File: src/hw/rtl/hgrr_pkg.sv
// shared types and constants of the health gated round robin picker
`default_nettype none
package hgrr_pkg;

	localparam int NUM_BACKENDS_DEF = 16;
	localparam int TICKET_W         = 64;
	localparam int THR_W            = 8;

	localparam logic KIND_REPORT = 1'b0;
	localparam logic KIND_PICK   = 1'b1;

	localparam logic REG_RISE_THRESHOLD = 1'b0;
	localparam logic REG_FALL_THRESHOLD = 1'b1;

	localparam logic [THR_W-1:0] RISE_RESET = 8'd2;
	localparam logic [THR_W-1:0] FALL_RESET = 8'd3;

	typedef struct packed {
		logic       kind;
		logic [3:0] backend_id;
		logic       check_passed;
		logic       exclude_valid;
		logic [3:0] exclude_id;
	} in_word_t;

	typedef struct packed {
		logic        pick_valid;
		logic [3:0]  pick_id;
		logic        health_changed;
		logic        now_healthy;
		logic        first_flip;
		logic [4:0]  healthy_count;
		logic [31:0] pass_total;
		logic [31:0] fail_total;
	} out_word_t;

	typedef struct packed {
		logic [31:0]      pass_tot;
		logic [31:0]      fail_tot;
		logic [THR_W-1:0] pass_str;
		logic [THR_W-1:0] fail_str;
		logic [15:0]      trans;
	} stat_t;

endpackage
`default_nettype wire

File: src/hw/rtl/hgrr_in_if.sv
// request channel: valid, ready and one input word
`default_nettype none
interface hgrr_in_if;
	logic                valid;
	logic                ready;
	hgrr_pkg::in_word_t  data;

	modport source (output valid, output data, input ready);
	modport sink (input valid, input data, output ready);
endinterface
`default_nettype wire

File: src/hw/rtl/hgrr_out_if.sv
// response channel: valid, ready and one result word
`default_nettype none
interface hgrr_out_if;
	logic                valid;
	logic                ready;
	hgrr_pkg::out_word_t data;

	modport source (output valid, output data, input ready);
	modport sink (input valid, input data, output ready);
endinterface
`default_nettype wire

File: src/hw/rtl/hgrr_ram.sv
// generic single write port ram with registered read
`default_nettype none
module hgrr_ram #(
	parameter int WIDTH = 8,
	parameter int DEPTH = 16,
	localparam int AW = (DEPTH > 1) ? $clog2(DEPTH) : 1
) (
	input  wire logic             clk,
	input  wire logic             we,
	input  wire logic [AW-1:0]    waddr,
	input  wire logic [WIDTH-1:0] wdata,
	input  wire logic             re,
	input  wire logic [AW-1:0]    raddr,
	output      logic [WIDTH-1:0] rdata
);

	logic [WIDTH-1:0] mem_q [DEPTH];
	logic [WIDTH-1:0] rdata_q;

	always_ff @(posedge clk) begin
		if (we) begin
			mem_q[waddr] <= wdata;
		end
		if (re) begin
			rdata_q <= mem_q[raddr];
		end
	end

	assign rdata = rdata_q;

endmodule
`default_nettype wire

File: src/hw/rtl/health_gated_round_robin_picker_top.sv
// top level of the health gated round robin picker
// report: EVAL reads statistics, UPD writes them back, FIN posts the result; pick: DIV reduces a
//   ticket mod healthy count, SCAN finds chosen backend (0 to NUM_BACKENDS-1); up to two tickets
// one item in flight; next word accepted the cycle after the result is posted, even while it
//   waits; the result is held back while an earlier result still waits
// arst_n clears thresholds to 2 and 3, all flags, statistics valid bits and the ticket
`default_nettype none
module health_gated_round_robin_picker_top #(
	parameter int NUM_BACKENDS = hgrr_pkg::NUM_BACKENDS_DEF
) (
	input  wire logic                      clk,
	input  wire logic                      arst_n,
	input  wire logic                      cfg_we,
	input  wire logic                      cfg_idx,
	input  wire logic [hgrr_pkg::THR_W-1:0] cfg_data,
	hgrr_in_if.sink                        req,
	hgrr_out_if.source                     rsp
);

	localparam int IW = (NUM_BACKENDS > 1) ? $clog2(NUM_BACKENDS) : 1;
	localparam int CW = $clog2(NUM_BACKENDS + 1);
	localparam int TW = hgrr_pkg::TICKET_W;
	localparam int BW = $clog2(TW);
	localparam int SW = $bits(hgrr_pkg::stat_t);

	typedef enum logic [2:0] {
		ST_IDLE,
		ST_EVAL,
		ST_UPD,
		ST_DIV,
		ST_SCAN,
		ST_DECIDE,
		ST_FIN
	} state_t;

	state_t                     state_q;
	hgrr_pkg::in_word_t         item_q;
	hgrr_pkg::out_word_t        res_q;
	hgrr_pkg::out_word_t        out_q;
	logic                       out_valid_q;
	logic [hgrr_pkg::THR_W-1:0] rise_q;
	logic [hgrr_pkg::THR_W-1:0] fall_q;
	logic [NUM_BACKENDS-1:0]    healthy_q;
	logic [NUM_BACKENDS-1:0]    ent_valid_q;
	logic [CW-1:0]              hcnt_q;
	logic [TW-1:0]              ticket_q;
	logic [TW-1:0]              tsh_q;
	logic [BW-1:0]              bit_q;
	logic [CW-1:0]              rem_q;
	logic [IW-1:0]              idx_q;
	logic [IW-1:0]              cand_q;
	logic                       second_q;

	logic [IW-1:0]         addr;
	logic                  bid_ok;
	hgrr_pkg::stat_t       rdata;
	hgrr_pkg::stat_t       cur;
	hgrr_pkg::stat_t       nxt;
	hgrr_pkg::out_word_t   eval_res;
	logic                  flag_old;
	logic                  flag_new;
	logic                  chg;
	logic                  first;
	logic [CW-1:0]         hcnt_new;
	logic [CW:0]           rem2;
	logic [CW-1:0]         rem_next;
	logic                  ex_hit;
	logic                  slot_free;

	assign addr      = IW'(item_q.backend_id);
	assign bid_ok    = 32'(item_q.backend_id) < NUM_BACKENDS;
	assign slot_free = !out_valid_q || rsp.ready;
	assign ex_hit    = item_q.exclude_valid && (32'(cand_q) == 32'(item_q.exclude_id));

	hgrr_ram #(
		.WIDTH (SW),
		.DEPTH (NUM_BACKENDS)
	) u_stat_ram (
		.clk   (clk),
		.we    (state_q == ST_UPD),
		.waddr (addr),
		.wdata (nxt),
		.re    (state_q == ST_EVAL),
		.raddr (addr),
		.rdata (rdata)
	);

	// one restoring step of ticket mod healthy count
	always_comb begin
		rem2     = {rem_q, tsh_q[TW-1]};
		rem_next = (rem2 >= {1'b0, hcnt_q}) ? CW'(rem2 - {1'b0, hcnt_q}) : CW'(rem2);
	end

	always_comb begin
		eval_res               = '0;
		eval_res.healthy_count = 5'(hcnt_q);
	end

	// per backend statistics update
	always_comb begin
		cur      = ent_valid_q[addr] ? rdata : '0;
		nxt      = cur;
		flag_old = healthy_q[addr];
		flag_new = flag_old;
		chg      = 1'b0;
		first    = 1'b0;
		if (item_q.check_passed) begin
			if (cur.pass_tot != '1) begin
				nxt.pass_tot = cur.pass_tot + 32'd1;
			end
			nxt.fail_str = '0;
			if (cur.pass_str != '1) begin
				nxt.pass_str = cur.pass_str + 8'd1;
			end
			if (!flag_old && nxt.pass_str >= rise_q) begin
				flag_new = 1'b1;
				chg      = 1'b1;
				first    = (cur.trans == '0);
			end
		end else begin
			if (cur.fail_tot != '1) begin
				nxt.fail_tot = cur.fail_tot + 32'd1;
			end
			nxt.pass_str = '0;
			if (cur.fail_str != '1) begin
				nxt.fail_str = cur.fail_str + 8'd1;
			end
			if (flag_old && nxt.fail_str >= fall_q) begin
				flag_new = 1'b0;
				chg      = 1'b1;
			end
		end
		if (chg && cur.trans != '1) begin
			nxt.trans = cur.trans + 16'd1;
		end
		if (!chg) begin
			hcnt_new = hcnt_q;
		end else if (flag_new) begin
			hcnt_new = hcnt_q + CW'(1);
		end else begin
			hcnt_new = hcnt_q - CW'(1);
		end
	end

	always_ff @(posedge clk or negedge arst_n) begin
		if (!arst_n) begin
			state_q     <= ST_IDLE;
			item_q      <= '0;
			res_q       <= '0;
			out_q       <= '0;
			out_valid_q <= 1'b0;
			rise_q      <= hgrr_pkg::RISE_RESET;
			fall_q      <= hgrr_pkg::FALL_RESET;
			healthy_q   <= '0;
			ent_valid_q <= '0;
			hcnt_q      <= '0;
			ticket_q    <= '0;
			tsh_q       <= '0;
			bit_q       <= '0;
			rem_q       <= '0;
			idx_q       <= '0;
			cand_q      <= '0;
			second_q    <= 1'b0;
		end else begin
			if (cfg_we) begin
				unique case (cfg_idx)
					hgrr_pkg::REG_RISE_THRESHOLD: rise_q <= cfg_data;
					hgrr_pkg::REG_FALL_THRESHOLD: fall_q <= cfg_data;
					default: ;
				endcase
			end
			if (state_q == ST_FIN && slot_free) begin
				out_valid_q <= 1'b1;
			end else if (out_valid_q && rsp.ready) begin
				out_valid_q <= 1'b0;
			end
			unique case (state_q)
				ST_IDLE: begin
					if (req.valid) begin
						item_q  <= req.data;
						state_q <= ST_EVAL;
					end
				end
				ST_EVAL: begin
					res_q    <= eval_res;
					second_q <= 1'b0;
					if (item_q.kind == hgrr_pkg::KIND_REPORT) begin
						state_q <= bid_ok ? ST_UPD : ST_FIN;
					end else if (hcnt_q == '0) begin
						state_q <= ST_FIN;
					end else begin
						rem_q   <= '0;
						tsh_q   <= ticket_q;
						bit_q   <= '0;
						state_q <= ST_DIV;
					end
				end
				ST_UPD: begin
					ent_valid_q[addr]    <= 1'b1;
					healthy_q[addr]      <= flag_new;
					hcnt_q               <= hcnt_new;
					res_q.health_changed <= chg;
					res_q.now_healthy    <= flag_new;
					res_q.first_flip     <= first;
					res_q.healthy_count  <= 5'(hcnt_new);
					res_q.pass_total     <= nxt.pass_tot;
					res_q.fail_total     <= nxt.fail_tot;
					state_q              <= ST_FIN;
				end
				ST_DIV: begin
					rem_q <= rem_next;
					tsh_q <= {tsh_q[TW-2:0], 1'b0};
					bit_q <= bit_q + BW'(1);
					if (bit_q == BW'(TW - 1)) begin
						ticket_q <= ticket_q + TW'(1);
						idx_q    <= '0;
						state_q  <= ST_SCAN;
					end
				end
				ST_SCAN: begin
					idx_q <= idx_q + IW'(1);
					if (healthy_q[idx_q]) begin
						if (rem_q == '0) begin
							cand_q  <= idx_q;
							state_q <= ST_DECIDE;
						end else begin
							rem_q <= rem_q - CW'(1);
						end
					end
				end
				ST_DECIDE: begin
					if (!second_q && ex_hit) begin
						if (hcnt_q > CW'(1)) begin
							second_q <= 1'b1;
							rem_q    <= '0;
							tsh_q    <= ticket_q;
							bit_q    <= '0;
							state_q  <= ST_DIV;
						end else begin
							state_q <= ST_FIN;
						end
					end else begin
						res_q.pick_valid <= 1'b1;
						res_q.pick_id    <= 4'(cand_q);
						state_q          <= ST_FIN;
					end
				end
				ST_FIN: begin
					if (slot_free) begin
						out_q   <= res_q;
						state_q <= ST_IDLE;
					end
				end
				default: state_q <= ST_IDLE;
			endcase
		end
	end

	assign req.ready = (state_q == ST_IDLE);
	assign rsp.valid = out_valid_q;
	assign rsp.data  = out_q;

	a_hcnt_matches_flags: assert property (@(posedge clk) disable iff (!arst_n)
		32'(hcnt_q) == $countones(healthy_q))
		else $error("healthy count out of step with flags");

	a_pick_is_healthy: assert property (@(posedge clk) disable iff (!arst_n)
		(state_q == ST_FIN && res_q.pick_valid) |-> healthy_q[IW'(res_q.pick_id)])
		else $error("picked backend not healthy");

	a_div_nonzero: assert property (@(posedge clk) disable iff (!arst_n)
		(state_q == ST_DIV || state_q == ST_SCAN) |-> (hcnt_q != '0))
		else $error("ticket reduction with no healthy backend");

endmodule
`default_nettype wire

File: src/flat_wrapper.sv
// flat-port wrapper written by rule: the top's interface ports become plain ports
module health_gated_round_robin_picker_top_flat 
#(
	parameter int NUM_BACKENDS = hgrr_pkg::NUM_BACKENDS_DEF
)
  (clk, arst_n, cfg_we, cfg_idx, cfg_data, req_valid, req_data, req_ready, rsp_valid, rsp_data, rsp_ready);
  hgrr_in_if req_i ();
  hgrr_out_if rsp_i ();
  input  wire logic clk;
  input  wire logic arst_n;
  input  wire logic cfg_we;
  input  wire logic cfg_idx;
  input  wire logic [hgrr_pkg::THR_W-1:0] cfg_data;
  input wire logic [$bits(req_i.valid)-1:0] req_valid;
  input wire logic [$bits(req_i.data)-1:0] req_data;
  output wire logic [$bits(req_i.ready)-1:0] req_ready;
  output wire logic [$bits(rsp_i.valid)-1:0] rsp_valid;
  output wire logic [$bits(rsp_i.data)-1:0] rsp_data;
  input wire logic [$bits(rsp_i.ready)-1:0] rsp_ready;
  assign req_i.valid = req_valid;
  assign req_i.data = req_data;
  assign req_ready = req_i.ready;
  assign rsp_valid = rsp_i.valid;
  assign rsp_data = rsp_i.data;
  assign rsp_i.ready = rsp_ready;
  health_gated_round_robin_picker_top #(.NUM_BACKENDS(NUM_BACKENDS)) u_core (.clk(clk), .arst_n(arst_n), .cfg_we(cfg_we), .cfg_idx(cfg_idx), .cfg_data(cfg_data), .req(req_i), .rsp(rsp_i));
endmodule
File: config.mk
export PLATFORM = sky130hd
export DESIGN_NAME = health_gated_round_robin_picker_top_flat
export DESIGN_NICKNAME = d
export VERILOG_FILES = /design/src/hw/rtl/hgrr_pkg.sv /design/src/hw/rtl/hgrr_in_if.sv /design/src/hw/rtl/hgrr_out_if.sv /design/src/hw/rtl/hgrr_ram.sv /design/src/hw/rtl/health_gated_round_robin_picker_top.sv /design/src/flat_wrapper.sv
export SDC_FILE = /design/constraint.sdc
export NUM_CORES = 2
export LEC_CHECK = 0
export CORE_MARGIN = 4
export CORE_UTILIZATION = 25
export DETAILED_ROUTE_END_ITERATION = 10
export DONT_BUFFER_PORTS = 1
export GPL_TIMING_DRIVEN = 0
export MAX_ROUTING_LAYER = met4
export PLACE_DENSITY_LB_ADDON = 0.05
export SLEW_MARGIN = 20
export SYNTH_ARGS = -nofsm -noshare
export SYNTH_HDL_FRONTEND = slang
export SYNTH_SLANG_ARGS = --single-unit
File: constraint.sdc
create_clock -name clk -period 8.2 [get_ports clk]
set_input_delay 1.23 -clock clk [delete_from_list [all_inputs] [get_ports clk]]
set_output_delay 1.23 -clock clk [all_outputs]
set_load 0.05 [all_outputs]
=== Word level (Yosys, flattened, before mapping) ===
Memory sizes are Yosys's and may differ from the RTL's. A register that Yosys moved wholly into a read port is not among the register bits.
Cells that the tools add are included.
W data, S select, Z words.

* Bits in registers: 370
* Memories: 1
* RAM bits: 1536
* Logic and storage cells: 185
* Output and inout port bits: 79

* Reductions and logical operators: 34
* $lt $le $gt $ge: 7
* Equality and inequality tests: 24
* Bitwise logic cells: 2
* Mux-type cells: 70
* Add/subtract/negate cells: 12

{| class="wikitable"
|+ Memories
! memory !! depth !! width !! rd ports !! clocked after Yosys merged registers in !! write ports !! RTL line !! text
|-
| u_core.u_stat_ram.mem_q || 16 || 96 || 1 || 1 || 1 || hgrr_ram.sv:17 || <nowiki>logic [WIDTH-1:0] mem_q [DEPTH];</nowiki>
|}

{| class="wikitable"
|+ Operator list
! operator !! count
|-
| $mux W64 || 4
|-
| $pmux W64 S3 || 1
|-
| $pmux W72 S2 || 1
|-
| $mux W32 || 4
|-
| $mux W96 || 1
|-
| $add A32 B1 Y32 const B || 2
|-
| $add A64 B1 Y64 const B || 1
|-
| $ne A32 B32 Y1 const B || 2
|-
| $mux W5 || 10
|-
| $mux W16 || 2
|-
| $mux W8 || 4
|-
| $mux W3 || 9
|-
| $mux W6 || 4
|-
| $pmux W3 S7 || 1
|-
| $pmux W5 S4 || 1
|-
| $mux W1 || 18
|-
| $pmux W6 S3 || 1
|-
| $add A16 B1 Y16 const B || 1
|-
| $add A8 B1 Y8 const B || 2
|-
| $bwmux W16 || 1
|-
| $ge A8 B8 Y1 || 2
|-
| $logic_not A16 Y1 || 1
|-
| $ne A16 B16 Y1 const B || 1
|-
| $ne A8 B8 Y1 const B || 2
|-
| other kinds (36) || 73
|}

=== Logic depth before layout (Yosys ltp) ===
* Depth in word-level cells: 13
* Mapped depth: 24
* Mapped depth without buffers: 18

=== Modules after synthesis ===
From an unflattened synthesis, not the netlist that was laid out.

* Cell total of the unflattened synthesis: 4377
* Area total of the unflattened synthesis: 79588.8 µm²

{| class="wikitable"
|+ By module, submodules not included
! module !! area each (µm²) !! cells each !! times used !! seq. area each (µm²)
|-
| hgrr_ram || 60316.6 || 2460 || 1 || 49007.0
|-
| health_gated_round_robin_picker_top || 19272.2 || 1917 || 1 || 9262.6
|}

=== Least setup slack after synthesis ===
OpenSTA, ideal clock, no wires.

* Path type: register -> register
* From: reg u_core.item_q, in the netlist u_core.addr[3]
* To: reg u_core.healthy_q[12]
* Data arrival time: 9.020 ns
* Path buffers: 3
* Clock period less this slack: 9.118 ns
* Slack: -0.918 ns
* Cell stages (with the launch flop): 7
* Path through: dfrtp_1 buf_2 clkbuf_1 buf_1 nand3_1 nor3_1 mux2_2

* Word-level cells in the longest chain between the ends: 11
* Elaborated cells on any way between the ends: 27
* Classes of those cells: 2 x add/sub; 4 x order compare; 2 x eq/ne; 15 x mux; 4 x reduce/logical

{| class="wikitable"
|+ Ends and longest elaborated chain
! item !! RTL line !! text
|-
| start: declaration || health_gated_round_robin_picker_top.sv:37 || <nowiki>hgrr_pkg::in_word_t item_q;</nowiki>
|-
| start signal: assignment || health_gated_round_robin_picker_top.sv:180 || <nowiki>item_q <= req.data;</nowiki>
|-
| $bmux W1 S4 || health_gated_round_robin_picker_top.sv:101 || <nowiki>cur = ent_valid_q[addr] ? rdata : '0;</nowiki>
|-
| $mux W1 (not written as such) || health_gated_round_robin_picker_top.sv:101 ||
|-
| $mux W96 || health_gated_round_robin_picker_top.sv:101 ||
|-
| $add A8 B1 Y8 (tied with other cells) || health_gated_round_robin_picker_top.sv:126 || <nowiki>nxt.fail_str = cur.fail_str + 8'd1;</nowiki>
|-
| $mux W8, on equally long branches || health_gated_round_robin_picker_top.sv:125, health_gated_round_robin_picker_top.sv:112 ||
|-
| $mux W8 || health_gated_round_robin_picker_top.sv:107 || <nowiki>if (item_q.check_passed) begin</nowiki>
|-
| $ge A8 B8 Y1, on equally long branches || health_gated_round_robin_picker_top.sv:128, health_gated_round_robin_picker_top.sv:115 ||
|-
| $logic_and A1 B1 Y1, on equally long branches || health_gated_round_robin_picker_top.sv:128, health_gated_round_robin_picker_top.sv:115 ||
|-
| $mux W1, on equally long branches || health_gated_round_robin_picker_top.sv:128, health_gated_round_robin_picker_top.sv:115 ||
|-
| $mux W1 || health_gated_round_robin_picker_top.sv:107 ||
|-
| $bwmux W16 (*) || health_gated_round_robin_picker_top.sv:200 || <nowiki>healthy_q[addr] <= flag_new;</nowiki>
|-
| end signal: indexed assignment || health_gated_round_robin_picker_top.sv:200 ||
|-
| end: declaration || health_gated_round_robin_picker_top.sv:43 || <nowiki>logic [NUM_BACKENDS-1:0] healthy_q;</nowiki>
|}

Mark *: on every way between the ends. The rest lies on a longest branch, timed or not. The select of a mux whose other input is x is not followed.
A chain may end at the register's enable or synchronous reset.

==> run metrics <==
Slew Limit Headroom=20.88%; drt first pass iters=5; Synth cell types=70; CP Launch Type=flip-flop; Port Buffers=0; Final Skew=between 0.03 and 0.04 ns; Post-Place Cells=8512; Post-Synthesis Cells=just over 4k; via count of the first global-routing pass=roughly 44k; nets=4655; Max Cap Viol=0; Layout area overhead=22.56%; Core ar.=around 320000 µm²; gpl congestion=just over 0.7; FMAX=128.9 MHz; crit path from=u_core.addr[1]; main flop type after synthesis=edfxtp_1; CP max stage delay=0.65 ns; commonest cells in the netlist=edfxtp_1, mux4_2, dfrtp_1; Worst EP required=about 9 ns; Placed Area=about 89000 µm²; HP Class=in2async; FP Rows=just over 200; CP Class=reg2reg; Yosys reg bits=2002; sequential area share after synthesis=73.21%; Slew Limit Fails=0; first-pass GRT wire length=377700 µm; die area=327500 µm²; Post-Syn Area=79590 µm²; Final Util=a little under a third; DR iter-0 viols=between 3k and 4k; num ports=around 100; RSZ-0062 raised after global routing=false; worst IR drop on VDD=0.1827 mV; ratio of cells with drive above 1 in the final layout=29.18%; most used cell, CP=clkbuf_4; hpwl dp=185200 µm; count leader, synth=edfxtp_1; Arr. time, crit path=approximately 8.4 ns; Fin. Hold Viols=0; critical path capture point type=flip-flop; EDFF count, synth=1632; clock buffer count from CTS=238; FILL cells=30.60k; Power Density=378.6 nW/µm²; Leak=between 30 and 40 nW; pin count of the biggest net entering global routing=244; Skew-Pair Late Insertion Delay=approximately 0.90 ns; Least-Margin Pin Slew=1.187 ns; Yosys top cell area share=around three fifths; Starting Density=25.19%; leading area contributor after synthesis=edfxtp_1; worst-path fanout max=16; Clock transition at path regs=0.06 ns; total grt overflow=0; r2r startpoint=u_core.addr[1]; Critical-path top delay cell=dfrtp_1; Sink Count=2002; post-route DRC violation count=0; Total GRT Usage=17.07%; status=finished, final reports clean; min Tclk post-route=roughly 7.8 ns; clk buf depth=4; kind of cell adding the most delay to the critical path=buffers and inverters; top post-synthesis cells by area=edfxtp_1, mux4_2, dfrtp_1; DR WL/cell=30.50 µm; Yosys warnings=0; worst-path cell chain=mux4_2 > mux4_2 > clkbuf_4 > clkbuf_4 > clkbuf_4 > nand2_1 > inv_1 > ha_1 > nand4_1 > nor2_1 > nand3_1 > and4_1 > xnor2_1 > nor2_1 > ha_1 > a211oi_1 > o21ai_0 > a22o_1 > mux2i_4 > clkbuf_2 > clkbuf_4 > o31ai_1 > a21oi_4; via density per instance=between 4 and 5; CTS tree=built; design area=97550 µm²; Final ANT Viol Nets=0; antenna violations before repair=40; syn nets=4212; CTS H-tree depth=4; crit share post-route=a little over nine tenths; WL final=274100 µm; Die W=572.2 µm; final total power=36.93 mW; final std cells w/o fill=8988; clock root cell=clkbuf_16; endpoints failing setup=0; DR vias=42.07k; Worst Path Buf+Inv=6; per-instance average area after synthesis=19.17 µm²; Die Y=around 570 µm; ys async rst share=between 10% and 20%
==> cell type report <==
class / count / area [µm²] / area share, %
Antenna cell: 26 / 65.06 / 0.06670
Buffer: 209 / 955.9 / 0.9799
Clock buffer: 317 / 6650 / 6.817
Clock inverter: 131 / 1201 / 1.231
Inverter: 37 / 146.4 / 0.1501
Multi-Input combinational cell: 1902 / 20780 / 21.30
Sequential cell: 2002 / 58270 / 59.73
Tap cell: 4160 / 5205 / 5.336
Timing Repair Buffer: 204 / 4274 / 4.382
==> per-stage QoR <==
stage	hold slack, ns	setup WS (ns)	setup TNS [ns]
2_1_floorplan	0.4337	1.618	0
3_3_place_gp	0.4462	-11.17	-
3_5_place_dp	0.4502	-1.890	-317.85
4_1_cts	0.01845	0.03901	0
5_1_grt	0.03440	0.05034	0
6_report	0.1227	0.4421	0
==> routing by layer <==
layer	wire length, µm	GRT usage, %
met1	126300	23.53
met2	127100	26.40
met3	14380	2.991
met4	6381	3.757
met5	0	-
==> logic make-up after synthesis <==
| family | share of synthesized area [%] |
|---|---|
| flops | 73.21 |
| simple gates | 4.677 |
| mux | 16.57 |
| compound gates | 2.201 |
| buf+inv | 1.204 |
| xor+xnor | 1.563 |
| fa+ha+maj | 0.5754 |
==> registers in the layout (all words and copies together) (netlist names), 4 cells and up <==
signal                   count
u_core.u_stat_ram.mem_q   1536
u_core.u_stat_ram.rdata     96
u_core.res_q                77
u_core.rsp.data             77
u_core.ticket_q             64
u_core.tsh_q                64
u_core.ent_valid_q          16
u_core.healthy_q            16
u_core.fall_q                8
u_core.rise_q                8
u_core.item_q                7
u_core.bit_q                 6
u_core.hcnt_q                5
u_core.rem_q                 5
u_core.addr                  4
u_core.cand_q                4
u_core.idx_q                 4
==> repair_timing <==
action,4_1_cts,5_1_grt
buffers inserted,1,0
pin swaps,1,0
setup endpoints to repair,260,232
gates resized for setup,19,2
hold buffers,1,0
hold endpoints to repair,243,0
==> layout by cell type, fill, tap and decap left out, types with 46 or more instances in the layout <==
| cell | instances |
|---|---|
| xnor2_1 | 110 |
| clkbuf_1 | 132 |
| o21ai_0 | 134 |
| mux2i_1 | 68 |
| buf_8 | 51 |
| dfrtp_1 | 367 |
| mux4_2 | 493 |
| clkinv_2 | 71 |
| nor2_1 | 116 |
| edfxtp_1 | 1632 |
| mux2_2 | 123 |
| nand3_1 | 65 |
| clkbuf_16 | 244 |
| nand4_1 | 60 |
| clkbuf_2 | 78 |
| buf_12 | 46 |
| buf_16 | 88 |
| nand2_1 | 244 |
==> power breakdown <==
part	internal [mW]	switching (mW)
Clock	6.25	4.43
Combinational	4.06	7.35
Sequential	13.6	1.19
Total	24.0	13.0
==> final timing paths <==
path                            slack [ns]  depth (start not counted)                              to
worst max-delay path                  0.44                         23  u_core.u_stat_ram.mem_q[3][10]
worst min-delay path                  0.12                          0           u_core.ent_valid_q[6]
worst max register to register        0.44                         23  u_core.u_stat_ram.mem_q[3][10]
worst min register to register        0.47                          1           u_core.ent_valid_q[2]
max in group asynchronous             6.78                          2                u_core.rise_q[2]
min in group clk                      0.46                          2                u_core.rise_q[7]
Note: power is estimated with default switching activity, not from simulation.
